--- src/hdl/bdq_pkg.sv ---
// ----------------------------------------------------------------------------
// bdq_pkg
// Shared types and constants for the bounded deque unit.
// ----------------------------------------------------------------------------
package bdq_pkg;

  localparam int DATA_W    = 32;
  localparam int OP_W      = 2;
  localparam int STATUS_W  = 2;
  localparam int COUNT_W   = 8;
  localparam int DEPTH_DEF = 128;

  typedef enum logic [OP_W-1:0] {
    OP_PUSH_HEAD = 2'd0,
    OP_PUSH_TAIL = 2'd1,
    OP_POP_HEAD  = 2'd2,
    OP_POP_TAIL  = 2'd3
  } opcode_t;

  typedef enum logic [STATUS_W-1:0] {
    ST_OK        = 2'd0,
    ST_OVERFLOW  = 2'd1,
    ST_UNDERFLOW = 2'd2
  } status_t;

  localparam logic [DATA_W-1:0] EMPTY_WORD = '1;

  // controller to datapath
  typedef struct packed {
    logic exec;   // apply the accepted operation
    logic rd;     // read front and back entries
    logic load;   // load the result register
  } bdq_cmd_t;

  // datapath to controller
  typedef struct packed {
    logic out_free;
  } bdq_sts_t;

endpackage

--- src/hdl/bdq_ctrl.sv ---
// ----------------------------------------------------------------------------
// bdq_ctrl
// Sequencer: accept and execute, read the ends, load the result.
// ----------------------------------------------------------------------------
module bdq_ctrl
  import bdq_pkg::*;
(
  input  logic     clk,
  input  logic     rst_n,
  input  logic     in_valid,
  output logic     in_ready,
  input  bdq_sts_t sts,
  output bdq_cmd_t cmd
);

  typedef enum logic [2:0] {
    S_IDLE = 3'b001,
    S_READ = 3'b010,
    S_LOAD = 3'b100
  } state_t;

  state_t state_r, state_nxt;

  always_ff @(posedge clk) begin
    if (!rst_n) begin
      state_r <= S_IDLE;
    end else begin
      state_r <= state_nxt;
    end
  end

  always_comb begin
    state_nxt = state_r;
    cmd       = '0;
    in_ready  = 1'b0;
    unique case (state_r)
      S_IDLE: begin
        in_ready = 1'b1;
        cmd.exec = in_valid;
        if (in_valid) state_nxt = S_READ;
      end
      S_READ: begin
        cmd.rd    = 1'b1;
        state_nxt = S_LOAD;
      end
      S_LOAD: begin
        // hold until the result register can take the new result
        cmd.load = sts.out_free;
        if (sts.out_free) state_nxt = S_IDLE;
      end
      default: state_nxt = S_IDLE;
    endcase
  end

endmodule

--- config.mk ---
export PLATFORM = sky130hd
export DESIGN_NAME = bdq_ctrl
export DESIGN_NICKNAME = d
export VERILOG_FILES = /design/src/hdl/bdq_pkg.sv /design/src/hdl/bdq_ctrl.sv
export SDC_FILE = /design/constraint.sdc
export NUM_CORES = 1
export LEC_CHECK = 0
export BUFFER_PORTS_ARGS = -buffer_cell sky130_fd_sc_hd__buf_4
export CORE_AREA = 2 2 39 41
export CTS_BUF_LIST = sky130_fd_sc_hd__clkbuf_4
export CTS_CLUSTER_DIAMETER = 50
export DETAILED_ROUTE_END_ITERATION = 16
export DIE_AREA = 0 0 41 43
export PLACE_DENSITY = 0.4
export SYNTH_ARGS = -nofsm -noshare
export SYNTH_HDL_FRONTEND = slang
export SYNTH_SLANG_ARGS = --single-unit
--- constraint.sdc ---
create_clock -name clk -period 1.4 [get_ports clk]
set_clock_uncertainty 0.15 [all_clocks]
set_input_delay 0.14 -clock clk [delete_from_list [all_inputs] [get_ports clk]]
set_output_delay 0.14 -clock clk [all_outputs]
set_load 0.01 [all_outputs]
==> results of run 1 <==
-- layout make-up --
cell class                      count  area (um2)  share of cell area (%)
Multi-Input combinational cell     11         103                    37.3
Clock buffer                        4        30.0                    10.9
Sequential cell                     3        60.1                    21.8
Timing Repair Buffer                8        62.6                    22.7
Tap cell                           16        20.0                    7.27
-- cell families (layout without fill, tap and decap cells) --
family / after synthesis / after routing / share of synthesized area (%)
AND/OR/NAND/NOR: 9 / 9 / 50.7
flip-flops: 3 / 3 / 35.3
AO/OA/AOI/OAI: 2 / 2 / 9.56
buffers and inverters: 1 / 12 / 4.41
-- final timing paths --
kind | end | slack, ns | cells after the start | start
min | state_r[2] | 0.05 | 3 | sts
min reg2reg | state_r[2] | 0.48 | 2 | state_r[1]
max | cmd[2] | 0.07 | 2 | state_r[1]
max reg2reg | state_r[2] | 0.28 | 2 | state_r[2]
-- metal layers --
layer / up-vias / GRT usage (%) / wire (um)
li1: 78 / - / -
met3: 0 / 6.81 / 50
met4: 0 / 6.00 / 0
met1: 67 / 6.71 / 159
met5: - / 0 / 0
met2: 8 / 5.94 / 155
-- placed cells by master, fill, tap and decap left out --
cell           Yosys  final
nand2b_1           1      1
o31ai_1            1      1
a21oi_2            1      1
and4bb_4           1      1
or2b_1             1      1
and2_1             1      1
clkbuf_4           0      4
and4bb_2           1      1
dfxtp_1            3      3
nor3b_2            1      1
nor3b_1            1      1
buf_4              1      7
dlygate4sd3_1      0      1
nor4b_1            1      1
or3b_1             1      1
-- worst max-delay path, cell delays in order, from the launching register on --
cell	delay (ns)
dfxtp_1	0.34
and4bb_4	0.35
buf_4	0.12
-- power groups by stage --
stage               combinational (mW)  sequential, mW  clock (mW)
floorplan                       0.0217          0.0965           0
CTS                             0.0424          0.0971       0.179
global placement                0.0404          0.0984           0
finish                          0.0418          0.0970       0.171
detailed placement              0.0399          0.0985           0
global route                    0.0450          0.0982       0.184
==> impl_metrics.json, run 1 <==
{
  "leakage_nw": 0.107,
  "power_frac_clock_pct": 55.2,
  "dp_slack_ns": 0.290,
  "synth_area_um2": 170,
  "fin_crit_sh_pct": 95.3,
  "avgSynthCellArea_um2": 11.3,
  "layout.cells.non_filler": 42,
  "critPathKind": "reg2out",
  "p_total_uw": 310,
  "grt_pass1_wl_um": 627,
  "synthCells": 15,
  "synth_largest_area_cell": "dfxtp_1",
  "grt_max_degree": 8,
  "irDropWorstVdd_mv": 0.301,
  "synthTopCellsByArea": "dfxtp_1 (35%), and4bb_4 (9.6%), and4bb_2 (7.4%)",
  "numCtsBuffers": 3,
  "vias": 153,
  "utilization_pct": 19.9,
  "drt-pass1-iter-count": 2,
  "ctsResizeCount": 0,
  "yosysTopAreaCellShare_pct": 35.3,
  "cts_num_sinks": 3,
  "wire_per_inst_um": 8.67,
  "ys_types": 13,
  "synth_nets": 19,
  "synth.most_common_cell": "dfxtp_1",
  "grt_pass1_vias": 152,
  "setup_tns_ns": 0,
  "end_kind": "primary output",
  "cp_max_fo": 7,
  "regMostFlops": "state_r",
  "min_path_type": "in2reg",
  "start_util_pct": 12.3,
  "fin_crit_ns": 1.33,
  "coreArea_um2": 1380,
  "power_frac_seq_pct": 31.3,
  "switching_share_pct": 21.2,
  "ctsHoldBuffers": 1,
  "die_y_um": 43,
  "synth-seq-cells": 3,
  "fp.dieW_um": 41,
  "cap_violations": 0,
  "pin_count": 8,
  "totalWireLength_um": 364,
  "drc": 0,
  "cts.path.max_buffers": 2,
  "max_slew_margin_pct": 82.3,
  "drive_above_1_share_pct": 57.7,
  "combPwrFrac_pct": 13.5,
  "tightest_slew_ns": 0.261,
  "cts_max_level": 1,
  "dpl-instance-area_um2": 235,
  "num-fill-cells": 146,
  "clk_pin_slew_ns": 0.04,
  "switchingPower_uw": 65.6,
  "setup_viol": 0,
  "antenna_found_initial": 0,
  "powerDensity_nw_per_um2": 1130,
  "gp_congestion": 0.607,
  "synthToLayoutAreaGrowth_pct": 61.8,
  "fin_ws_ns": 0.0651,
  "rsz0062_at_grt": "false",
  "die-area_um2": 1760,
  "start_kind": "flip-flop",
  "ys.flop_type": "dfxtp_1",
  "cts_tree": "built",
  "synth_async_sr_flop_share_pct": 0,
  "slew_viol_final": 0,
  "top_regs": "state_r: 3 flops",
  "final_antenna_net_count": 0,
  "max_freq_mhz": 749,
  "cts_setup_buffers": 0,
  "hold_ws_ns": 0.0458,
  "clk_root_buffer_cell": "clkbuf_4",
  "antenna_cells": 0,
  "via_per_inst": 3.64,
  "required_ns": 1.11,
  "nets": 31,
  "port_buffers": 7,
  "grt_use_total_pct": 6.21,
  "hold_viol": 0,
  "dp_cells": 37,
  "status": "completed",
  "grt_overflow_total": 0,
  "synth_edf_count": 0,
  "fin_area_um2": 275,
  "clk_latency_ns": 0.23,
  "yosysWarnings": 0,
  "drtIter0Drc": 1,
  "p_int_uw": 244,
  "arrival_ns": 1.04,
  "ys_seq_area_share_pct": 35.3,
  "largest_reg_flops": 3,
  "num_rows": 14
}
No activity file was read; power rests on OpenSTA's default activity.
==> run 2: changes to the inputs <==
Settings changed: ABC_AREA from default to 1.
==> run 2 against run 1 <==
Effect of this change: die area stayed put; sequential cell count stayed put; non-clock buffer count is 1 lower; area after synthesis is 5.9% lower; core utilization is 1.4 points lower; total power is 5.4% higher; largest cell class unchanged; worst hold slack worse by 0.015 ns; critical path depth is 1 higher; sequential power is 2.5% higher.
==> impl_metrics.json, run 2 <==
{
  "leakage_nw": 0.143,
  "synthToLayoutAreaGrowth_pct": 59.4,
  "final_antenna_net_count": 0,
  "irDropWorstVdd_mv": 0.401,
  "die_y_um": 43,
  "cts.path.max_buffers": 2,
  "grt_max_degree": 6,
  "synth_area_um2": 160,
  "ys_types": 12,
  "totalWireLength_um": 290,
  "drive_above_1_share_pct": 41.2,
  "drtIter0Drc": 2,
  "required_ns": 1.11,
  "fp.dieW_um": 41,
  "yosysTopAreaCellShare_pct": 37.5,
  "top_regs": "state_r: 3 flops",
  "final_cell_mix": "inv_1 (7), buf_4 (7), clkbuf_4 (4)",
  "ys_top_cells_by_count": "inv_1 (7), dfxtp_1 (3), nand3_1 (3), nor2_1 (3)",
  "dp_cells": 46,
  "hold_viol": 0,
  "ys.flop_type": "dfxtp_1",
  "synthCells": 24,
  "antenna_found_initial": 0,
  "tightest_slew_ns": 0.218,
  "clk_latency_ns": 0.23,
  "port_buffers": 7,
  "powerDensity_nw_per_um2": 1280,
  "layout.cells.non_filler": 50,
  "coreArea_um2": 1380,
  "final-seq-area_um2": 60.1,
  "cts_setup_buffers": 0,
  "setup_tns_ns": 0,
  "nets": 39,
  "pin_count": 8,
  "grt_pass1_vias": 151,
  "clk_pin_slew_ns": 0.04,
  "synth_nets": 28,
  "grt_use_total_pct": 4.71,
  "critPathKind": "reg2out",
  "max_freq_mhz": 775,
  "ys_seq_area_share_pct": 37.5,
  "drc": 0,
  "setup_viol": 0,
  "wire_per_inst_um": 5.80,
  "via_per_inst": 3.42,
  "fin_crit_ns": 1.29,
  "arrival_ns": 1.00,
  "synth_async_sr_flop_share_pct": 0,
  "clk_root_buffer_cell": "clkbuf_4",
  "gp_congestion": 0.655,
  "start_kind": "flip-flop",
  "largest_reg_flops": 3,
  "numCtsBuffers": 3,
  "synth-seq-cells": 3,
  "drt-pass1-iter-count": 4,
  "num-fill-cells": 160,
  "num_rows": 14,
  "end_kind": "primary output",
  "min_path_type": "in2reg",
  "avgSynthCellArea_um2": 6.67,
  "hpwlAfterDp_um": 223,
  "cts_num_sinks": 3,
  "grt_overflow_total": 0,
  "cts_tree": "built",
  "start_util_pct": 11.6,
  "multiInputGateArea_um2": 62.6,
  "grt_pass1_wl_um": 503,
  "synth_edf_count": 0,
  "synth.most_common_cell": "inv_1",
  "synth_largest_area_cell": "dfxtp_1",
  "vias": 171,
  "regMostFlops": "state_r",
  "rsz0062_at_grt": "false",
  "ctsResizeCount": 0,
  "ctsHoldBuffers": 0,
  "max_slew_margin_pct": 85.3,
  "status": "completed",
  "cts_max_level": 1,
  "synthTopCellsByArea": "dfxtp_1 (38%), inv_1 (16%), nand3_1 (9.4%)",
  "die-area_um2": 1760,
  "cap_violations": 0,
  "antenna_cells": 0,
  "cp_max_fo": 3,
  "fin_crit_sh_pct": 92.2,
  "slew_viol_final": 0,
  "yosysWarnings": 0
}
[run 2: cell types whose count changed after synthesis, sizes merged, moves of 2 or more]
cell / delta
and4bb: -2
nand3: +4
nor2: +4
nor3b: -2
inv: +8
[run 2: path summary, 6_finish.rpt]
| path | start | end | slack, ns | cells after the start |
|---|---|---|---|---|
| min reg2reg | state_r[2] | state_r[2] | 0.36 | 2 |
| max reg2reg | state_r[1] | state_r[0] | 0.44 | 5 |
| min | in_valid | state_r[1] | 0.03 | 3 |
| max | state_r[2] | cmd[0] | 0.11 | 3 |
[run 2: kinds of logic (layout without fill, tap and decap cells)]
family | count (synthesis) | after routing | synth area share (%)
AND/OR/NAND/NOR | 11 | 11 | 35.9
buffers and inverters | 9 | 19 | 23.4
flip-flops | 3 | 3 | 37.5
AO/OA/AOI/OAI | 1 | 1 | 3.12
[run 2: power by group]
group          switching, mW  internal [mW]
Clock                 0.0435          0.126
Sequential           0.00677         0.0926
Combinational         0.0288         0.0287
Total                 0.0791          0.247
[run 2: area by class of cell]
cell class	count	area share [%]
well taps	16	7.84
multi-input cells	12	24.5
inverters	8	11.8
flip-flops and latches	3	23.5
repair buffers	7	20.6
clock buffers	4	11.8
[run 2: worst max-delay path, stage by stage (launching register included)]
cell	delay (ns)
dfxtp_1	0.31
inv_1	0.07
nor4_1	0.22
buf_4	0.16
[run 2: through the flow]
stage                     utilization [%]  hold WS, ns  area (um2)  power [mW]  worst slack [ns]
after floorplan                         -        0.133         160       0.135             0.334
after global placement               16.3        0.266         225       0.160             0.342
after detailed placement             16.3        0.269         225       0.159             0.346
after CTS                            18.4       0.0250         255       0.333            0.0969
after global routing                 18.4       0.0431         255       0.348          0.000292
final                                18.4       0.0306         255       0.327             0.110
[run 2: routing by layer]
| metal | routed length (um) | GRT usage, % | vias up |
|---|---|---|---|
| li1 | - | - | 91 |
| met1 | 126 | 5.11 | 70 |
| met4 | 10 | 8.00 | 0 |
| met2 | 116 | 5.00 | 8 |
| met3 | 36 | 1.57 | 2 |
| met5 | 0 | 0 | - |
==> run 3: changes to the inputs <==
Settings changed: BUFFER_PORTS_ARGS -buffer_cell sky130_fd_sc_hd__buf_4 to default, DONT_BUFFER_PORTS from default to 1, PLACE_DENSITY 0.4 to 0.34.
==> run 3 against run 2 <==
Effect of this change: clock-buffer cell count unchanged; cell area fell by 3.4%; clock power hardly changed; critical endpoint unchanged; largest cell class unchanged.
==> impl_metrics.json, run 3 (synthesis gave the netlist of run 2 again) <==
{
  "cts_max_level": 1,
  "final_cell_mix": "inv_1 (7), clkbuf_4 (4)",
  "fin_crit_sh_pct": 92.1,
  "setup_tns_ns": 0,
  "clk_root_buffer_cell": "clkbuf_4",
  "totalWireLength_um": 300,
  "fp.dieW_um": 41,
  "hold_viol": 0,
  "max_slew_margin_pct": 86.4,
  "antenna_found_initial": 0,
  "rsz0062_at_grt": "false",
  "hold_ws_ns": 0.353,
  "slowest_stage": "dlygate4sd3_1",
  "startpoint": "sts",
  "via_per_inst": 3.47,
  "grt_pass1_wl_um": 489,
  "start_kind": "input port",
  "fin_crit_ns": 1.29,
  "end_kind": "primary output",
  "antenna_cells": 0,
  "largest_reg_flops": 3,
  "cp_cell_sequence": "dlygate4sd3_1 > inv_1 > nor4_2 > buf_4",
  "irDropWorstVdd_mv": 0.547,
  "wire_per_inst_um": 6.38,
  "top_regs": "state_r: 3 flops",
  "final_antenna_net_count": 0,
  "clk_pin_slew_ns": 0.03,
  "grt_max_degree": 6,
  "num_rows": 14,
  "required_ns": 1.11,
  "rr_startpoint": "state_r[1]",
  "cp_max_fo": 2,
  "status": "completed",
  "die-area_um2": 1760,
  "final_common_cell": "inv_1",
  "slowest_delay_ns": 0.52,
  "final-seq-area_um2": 60.1,
  "start_util_pct": 11.6,
  "coreArea_um2": 1380,
  "hpwlAfterDp_um": 235,
  "critPathKind": "in2out",
  "gp_congestion": 0.668,
  "synthToLayoutAreaGrowth_pct": 53.9,
  "setup_viol": 0,
  "multiInputGateArea_um2": 68.8,
  "tightest_slew_ns": 0.203,
  "cts_num_sinks": 3,
  "drtIter0Drc": 0,
  "leakage_nw": 0.126,
  "num-fill-cells": 157,
  "numCtsBuffers": 3,
  "cap_violations": 0,
  "min_path_type": "reg2reg",
  "max_freq_mhz": 776,
  "powerDensity_nw_per_um2": 1270,
  "port_buffers": 0,
  "regMostFlops": "state_r",
  "drc": 0,
  "grt_pass1_vias": 153,
  "drt-pass1-iter-count": 1,
  "pin_count": 8,
  "arrival_ns": 1.00,
  "cts.path.max_buffers": 2,
  "cts_tree": "built",
  "grt_use_total_pct": 4.71,
  "drive_above_1_share_pct": 29.0,
  "vias": 163,
  "hp-start": "state_r[2]",
  "clk_latency_ns": 0.23,
  "nets": 36,
  "grt_overflow_total": 0,
  "slew_viol_final": 0,
  "die_y_um": 43
}
==> run 3: timing repair <==
action | CTS | global route
hold endpoints to repair | 3 | 0
hold buffers | 3 | 0
resized for setup | 0 | 1
setup buffers | 0 | 0
setup endpoints to repair | 0 | 1
==> run 3: metrics by stage <==
step                std cells  cell area (um2)  setup WS (ns)  power, mW  util (%)
floorplan                  24              160          0.334      0.135         -
global placement           40              180          0.314      0.140      13.0
detailed placement         40              180          0.317      0.139      13.0
CTS                        47              240         0.0339      0.320      17.4
global route               47              246         0.0450      0.334      17.8
finish                     47              246          0.111      0.314      17.8
==> run 3: cell type report <==
class,count,share of cell area (%)
multi-input combinational,12,27.9
sequential,3,24.4
clock buffer,4,12.2
timing repair buffer,4,15.2
inverter,8,12.2
tap,16,8.12
==> run 3: path summary, 6_finish.rpt <==
kind                 to  slack, ns  depth (start not counted)
max reg2reg  state_r[0]       0.42                          5
min          state_r[2]       0.35                          2
min reg2reg  state_r[2]       0.35                          2
max              cmd[0]       0.11                          4
==> run 3: report_power, final <==
group	internal, mW	leakage, nW	total [mW]	switching [mW]
clock network	0.126	0.0184	0.168	0.0419
logic	0.0182	0.0832	0.0456	0.0274
registers	0.0927	0.0247	0.100	0.00738
==> run 3: layer usage <==
| metal | up-vias | part of all wire [%] | GRT usage, % |
|---|---|---|---|
| li1 | 85 | - | - |
| met1 | 66 | 48 | 3.85 |
| met2 | 8 | 38 | 6.25 |
| met3 | 4 | 6.3 | 1.57 |
| met4 | 0 | 7.7 | 8.00 |
| met5 | - | 0 | 0 |
==> run 3: worst max-delay path: cells and delay by family <==
family | cells | cell delay, ns
buffers and inverters | 3 | 0.74
and+or+nand+nor | 1 | 0.12
